**config.mk**
```make
export PLATFORM = sky130hd
export DESIGN_NAME = lge_ctrl
export DESIGN_NICKNAME = d
export VERILOG_FILES = /design/src/hdl/lge_pkg.sv /design/src/hdl/lge_ctrl.sv
export SDC_FILE = /design/constraint.sdc
export NUM_CORES = 1
export LEC_CHECK = 0
export ABC_AREA = 1
export BUFFER_PORTS_ARGS = -buffer_cell sky130_fd_sc_hd__clkbuf_2
export CAP_MARGIN = 20
export CELL_PAD_IN_SITES_DETAIL_PLACEMENT = 1
export CELL_PAD_IN_SITES_GLOBAL_PLACEMENT = 2
export CORE_ASPECT_RATIO = 1.1
export CORE_MARGIN = 2
export CORE_UTILIZATION = 32
export DETAILED_ROUTE_END_ITERATION = 10
export HOLD_SLACK_MARGIN = 0.06
export PLACE_DENSITY = 0.92
export REMOVE_ABC_BUFFERS = 1
export SYNTH_ARGS = -nofsm -noshare
export SYNTH_HDL_FRONTEND = slang
export SYNTH_SLANG_ARGS = --single-unit
```
**constraint.sdc**
```tcl
create_clock -name i_clk -period 3.4 [get_ports i_clk]
set_clock_uncertainty 0.15 [all_clocks]
set_input_delay 0.85 -clock i_clk [delete_from_list [all_inputs] [get_ports i_clk]]
set_output_delay 0.85 -clock i_clk [all_outputs]
set_load 0.1 [all_outputs]
```
**src/hdl/lge_pkg.sv**
```systemverilog
// Shared constants, types and row functions of the life generation engine.
package lge_pkg;

    localparam int GRID_SIZE = 256;
    localparam int ROW_W     = $clog2(GRID_SIZE);
    localparam int ADDR_W    = ROW_W + 1;
    localparam int DEPTH     = 2 * GRID_SIZE;
    localparam int CNT_W     = $clog2(GRID_SIZE * GRID_SIZE + 1);
    localparam int COORD_W   = 8;
    localparam int COUNT_W   = 17;
    localparam int COUNT_MAX = 131071;

    typedef enum logic [1:0] {
        OP_WRITE = 2'd0,
        OP_READ  = 2'd1,
        OP_STEP  = 2'd2,
        OP_NONE  = 2'd3
    } t_op;

    typedef logic [GRID_SIZE-1:0] t_row;

    // Commands from the controller to the datapath.
    typedef struct packed {
        logic             latch;
        logic             res_clr;
        logic             clr_we;
        logic             rd_en;
        logic             rd_cell;
        logic [ROW_W-1:0] row;
        logic             cell_wb;
        logic             cell_cap;
        logic             shift_rows;
        logic             row_wr;
        logic             cnt_clr;
        logic             cnt_shift;
        logic             res_step;
        logic             flip;
    } t_cmd;

    // Status from the datapath to the controller.
    typedef struct packed {
        t_op  op;
        logic in_grid;
    } t_status;

    // One generation of a whole row, from the rows above, at and below it.
    function automatic t_row next_row(input t_row up, input t_row mid, input t_row dn);
        t_row       res;
        logic [3:0] n;
        int         l;
        int         r;
        for (int c = 0; c < GRID_SIZE; c++) begin
            l = (c == 0) ? GRID_SIZE - 1 : c - 1;
            r = (c == GRID_SIZE - 1) ? 0 : c + 1;
            n = 4'(up[l]) + 4'(up[c]) + 4'(up[r]) + 4'(mid[l]) + 4'(mid[r])
              + 4'(dn[l]) + 4'(dn[c]) + 4'(dn[r]);
            res[c] = (n == 4'd3) || (mid[c] && (n == 4'd2));
        end
        return res;
    endfunction

    // A row word with one cell replaced.
    function automatic t_row set_cell(input t_row w, input logic [ROW_W-1:0] col,
                                      input logic v);
        t_row res;
        for (int c = 0; c < GRID_SIZE; c++) begin
            res[c] = (col == ROW_W'(c)) ? v : w[c];
        end
        return res;
    endfunction

endpackage

```
**src/hdl/lge_ctrl.sv**
```systemverilog
// Controller state machine of the life generation engine.
module lge_ctrl import lge_pkg::*; (
    input  logic    i_clk,
    input  logic    i_rst_n,
    input  logic    i_start,
    input  t_status i_status,
    output t_cmd    o_cmd,
    output logic    o_busy,
    output logic    o_done
);

    typedef enum logic [3:0] {
        S_CLEAR,
        S_IDLE,
        S_DISPATCH,
        S_CELL,
        S_FETCH,
        S_ROW,
        S_COUNT,
        S_FINISH,
        S_DONE
    } t_state;

    t_state           r_state, n_state;
    logic [ROW_W-1:0] r_out, n_out;
    logic [ROW_W-1:0] r_rd, n_rd;
    logic [ROW_W-1:0] r_cnt, n_cnt;
    logic [1:0]       r_f, n_f;

    localparam logic [ROW_W-1:0] LAST = ROW_W'(GRID_SIZE - 1);

    function automatic logic [ROW_W-1:0] wrap_inc(input logic [ROW_W-1:0] v);
        return (v == LAST) ? '0 : v + 1'b1;
    endfunction

    always_comb begin
        n_state = r_state;
        n_out   = r_out;
        n_rd    = r_rd;
        n_cnt   = r_cnt;
        n_f     = r_f;
        o_cmd   = '0;
        unique case (r_state)
            S_CLEAR: begin
                o_cmd.clr_we = 1'b1;
                o_cmd.row    = r_out;
                n_out        = wrap_inc(r_out);
                if (r_out == LAST) begin
                    n_state = S_IDLE;
                end
            end
            S_IDLE: begin
                if (i_start) begin
                    o_cmd.latch = 1'b1;
                    n_state     = S_DISPATCH;
                end
            end
            S_DISPATCH: begin
                o_cmd.res_clr = 1'b1;
                n_state       = S_DONE;
                if (i_status.op == OP_STEP) begin
                    o_cmd.cnt_clr = 1'b1;
                    n_rd          = LAST;
                    n_out         = '0;
                    n_f           = '0;
                    n_state       = S_FETCH;
                end else if ((i_status.op == OP_WRITE || i_status.op == OP_READ)
                             && i_status.in_grid) begin
                    o_cmd.rd_en   = 1'b1;
                    o_cmd.rd_cell = 1'b1;
                    n_state       = S_CELL;
                end
            end
            S_CELL: begin
                o_cmd.cell_wb  = (i_status.op == OP_WRITE);
                o_cmd.cell_cap = (i_status.op == OP_READ);
                n_state        = S_DONE;
            end
            S_FETCH: begin
                o_cmd.rd_en      = (r_f != 2'd3);
                o_cmd.row        = r_rd;
                o_cmd.shift_rows = (r_f != 2'd0);
                n_f              = r_f + 2'd1;
                if (r_f != 2'd3) begin
                    n_rd = wrap_inc(r_rd);
                end else begin
                    n_state = S_ROW;
                end
            end
            S_ROW: begin
                o_cmd.row_wr = 1'b1;
                o_cmd.row    = r_out;
                n_cnt        = '0;
                n_state      = S_COUNT;
            end
            S_COUNT: begin
                // The row two below the output row is read in the first count
                // cycle and enters the window in the second.
                o_cmd.rd_en      = (r_cnt == '0);
                o_cmd.row        = r_rd;
                o_cmd.shift_rows = (r_cnt == ROW_W'(1));
                o_cmd.cnt_shift  = 1'b1;
                n_cnt            = r_cnt + 1'b1;
                if (r_cnt == '0) begin
                    n_rd = wrap_inc(r_rd);
                end
                if (r_cnt == LAST) begin
                    n_out   = wrap_inc(r_out);
                    n_state = (r_out == LAST) ? S_FINISH : S_ROW;
                end
            end
            S_FINISH: begin
                o_cmd.res_step = 1'b1;
                o_cmd.flip     = 1'b1;
                n_state        = S_DONE;
            end
            S_DONE: begin
                n_state = S_IDLE;
            end
            default: begin
                n_state = S_IDLE;
            end
        endcase
    end

    always_ff @(posedge i_clk) begin
        if (!i_rst_n) begin
            r_state <= S_CLEAR;
            r_out   <= '0;
            r_rd    <= '0;
            r_cnt   <= '0;
            r_f     <= '0;
        end else begin
            r_state <= n_state;
            r_out   <= n_out;
            r_rd    <= n_rd;
            r_cnt   <= n_cnt;
            r_f     <= n_f;
        end
    end

    assign o_busy = (r_state != S_IDLE);
    assign o_done = (r_state == S_DONE);

endmodule

```
==> impl_metrics.csv <==
group,metric,value,unit
global_route,grt_max_degree,20,
cts,postCtsSetupBuffers,0,
final_layout,nFillCells,852,
final_layout,multi_input_area,1220,sq um
final_layout,seq_area,600.6,sq um
cts,cts_hold_buffers,0,
route,drtIter0Drc,60,
power_and_ir_drop,ir_worst_vdd,0.1557,mV
placed_design,dp_hpwl,4638,um
yosys,synth_top_area_cell,"dfxtp_1",
yosys,synth_flop_cell,"dfxtp_1",
sta,setup_ws,0.3367,ns
cts,cts_buffer_depth,2,
cts,cts_tree,"built",
sta,fin_setup_tns,0,ns
floorplanning,coreArea,6118,sq um
sta,maxSlewHeadroom,0.6031,
floorplanning,fp-row-count,30,
placed_design,dp_slack,0.4806,ns
yosys,yosys.cell_types.count,29,
yosys,synth_compound_area_frac,0.1384,
setup_path,worst_setup_path_end_kind,"output port",
floorplanning,die_width,79.51,um
floorplanning,num_io_pins,29,
yosys,synth_xor_area_frac,0.004364,
sta,fmax,0.3264,GHz
setup_path,crit_path_start_kind,"flip-flop",
setup_path,cpMaxStageDelayCell,"clkbuf_2",
sta,setup_viol,0,
global_route,grt.total_usage,0.1865,
yosys,yosys_warnings,0,
yosys,synth_adder_area_share,0.04364,
setup_path,arrival,2.06,ns
cts,post_cts_resized,0,
cts,cts.sinks,30,
floorplanning,die-area,6922,sq um
cts,cts.htree.levels,2,
global_route,globalRouteOverflowTotal,0,
final_layout,final_cell_mix,"nand2_1, nor2_1, inv_1",
setup_path,required,2.40,ns
yosys,synth_top_family_by_area,"simple AND/OR/NAND/NOR gates",
hold_path,hold_path.class,"flip-flop to flip-flop",
setup_path,cpPeakStageDelay,0.49,ns
yosys,yosys.area.top_type_share,0.2993,
power_and_ir_drop,p_leak,1.017,nW
setup_path,crit_chain,"nor2_1 > nand2_1 > inv_1 > nor2_1 > o22ai_1 > clkbuf_2",
cts,insertion_delay,0.28,ns
final_layout,fin_area,2310,sq um
yosys,yosysSeqAreaShare,0.2993,
sta,rsz0062_at_grt,"false",
final_layout,layout_commonest_cell,"nand2_1",
final_layout,area_growth,15.09,%
final_layout,drive_above_1_share,0.1444,
setup_path,criticalPathCategory,"flip-flop to output port",
setup_path,cp_max_fo,6,
final_layout,nNetsFinal,372,
yosys,synth-simple-area-share,0.4214,
route,viasPerCell,4.909,
placed_design,gp_congestion,0.7807,
placed_design,placed_area,2218,sq um
floorplanning,initial_core_util,0.3280,
final_layout,antenna_cells,0,
global_route,grt_antenna_before_repair,0,
route,dr.pass1.iters,4,
route,drc,0,
yosys,synth_edf_count,0,
placed_design,port_buffers,28,
cts,cts_root_buf,"clkbuf_8",
sta,post-route-period-util,0.9010,
floorplanning,die_y,87.06,um
cts,cts_buffers,5,
global_route,grt_pass1_wl,10220,um
cts,clk_pin_slew_worst_paths,0.07,ns
setup_path,crit_top_cell,"nor2_1",
sta,fin_crit,3.063,ns
yosys,syn_area,2007,sq um
route,totalWireLength,5894,um
sta,tightest_slew,0.5916,ns
yosys,syn-instance-count,329,
yosys,synth-seq-cells,30,
yosys,synthTopCellsByArea,"dfxtp_1, nand2_1, nor2_1",
hold_path,min_path_cells,2,
sta,hold_violations,0,
yosys,synthArstFlopShare,0,
sta,finalMaxSlewViolations,0,
route,routedWlPerCell,13.40,um
setup_path,reg2reg_depth,9,
global_route,grt_pass1_vias,2198,
final_layout,post-route-util,0.3775,
flow_run,cap_violations,0,
yosys,synth_area_per_cell,6.100,sq um
status,outcome,"complete, no violations",
route,antenna_left,0,
yosys,muxShareOfSynthArea,0,
route,vias,2160,
power_and_ir_drop,power_density,313.3,nW/um^2
[where the power goes]
part	switching, mW	total (mW)	internal (mW)
sequential	0.00456	0.359	0.354
combinational	0.0406	0.0516	0.0110
clock	0.150	0.313	0.164
total	0.195	0.724	0.529
[final cells by class]
class / count / area share
clock buffer: 7 / 0.03738
clock inverter: 1 / 0.002167
inverter: 40 / 0.06501
multi-input combinational: 253 / 0.5282
sequential: 30 / 0.2600
tap: 80 / 0.04334
timing repair buffer: 29 / 0.06392
[layer usage]
| metal | global-route usage | routed length, um |
|---|---|---|
| met1 | 0.2349 | 2807 |
| met2 | 0.3285 | 2847 |
| met3 | 0.03008 | 173 |
| met4 | 0.05016 | 65 |
| met5 | 0 | 0 |
[cell usage after synthesis, drive strengths merged, types with 2 or more instances]
master,n
nand3b,3
nand3,26
nor2,53
clkbuf,3
o21ai,19
a21oi,25
o22ai,5
nand4,3
buf,3
a211oi,2
inv,39
nor3,5
ha,7
dfxtp,30
nand2,101
[final timing paths]
path / from / to / slack (ns)
worst max-delay path: r_state[0] / o_cmd[11] / 0.34
worst max register to register: r_out[0] / r_state[3] / 1.40
worst min register to register: r_cnt[1] / r_cnt[1] / 0.34
worst min-delay path: r_cnt[1] / r_cnt[1] / 0.34
[state kept, by name, summed over array words and instances, names as in the netlist]
name	cells
r_rd	8
r_cnt	8
r_f	2
r_out	8
r_state	4
[kinds of logic after synthesis]
| kind of cell | count (synthesis) |
|---|---|
| AO/OA/AOI/OAI | 52 |
| XOR/XNOR | 1 |
| AND/OR/NAND/NOR | 193 |
| buffers and inverters | 46 |
| adder cells (fa/ha/maj) | 7 |
| flip-flops | 30 |
[per-stage QoR]
stage / std cells / hold slack [ns] / power, mW
2_1_floorplan: 323 / 0.3035 / 0.4049
3_3_place_gp: 432 / 0.3194 / 0.4191
3_5_place_dp: 432 / 0.3307 / 0.4196
4_1_cts: 440 / 0.3420 / 0.7339
5_1_grt: 440 / 0.3678 / 0.7530
6_report: 440 / 0.3382 / 0.7237
[critical path: cells and delay by family, from the launching register on]
kind	cells	cell delay [ns]
and+or+nand+nor	3	0.58
DFF	1	0.38
AOI/OAI and AO/OA	1	0.16
buffers and inverters	2	0.66
(Power assumes the default switching activity.)
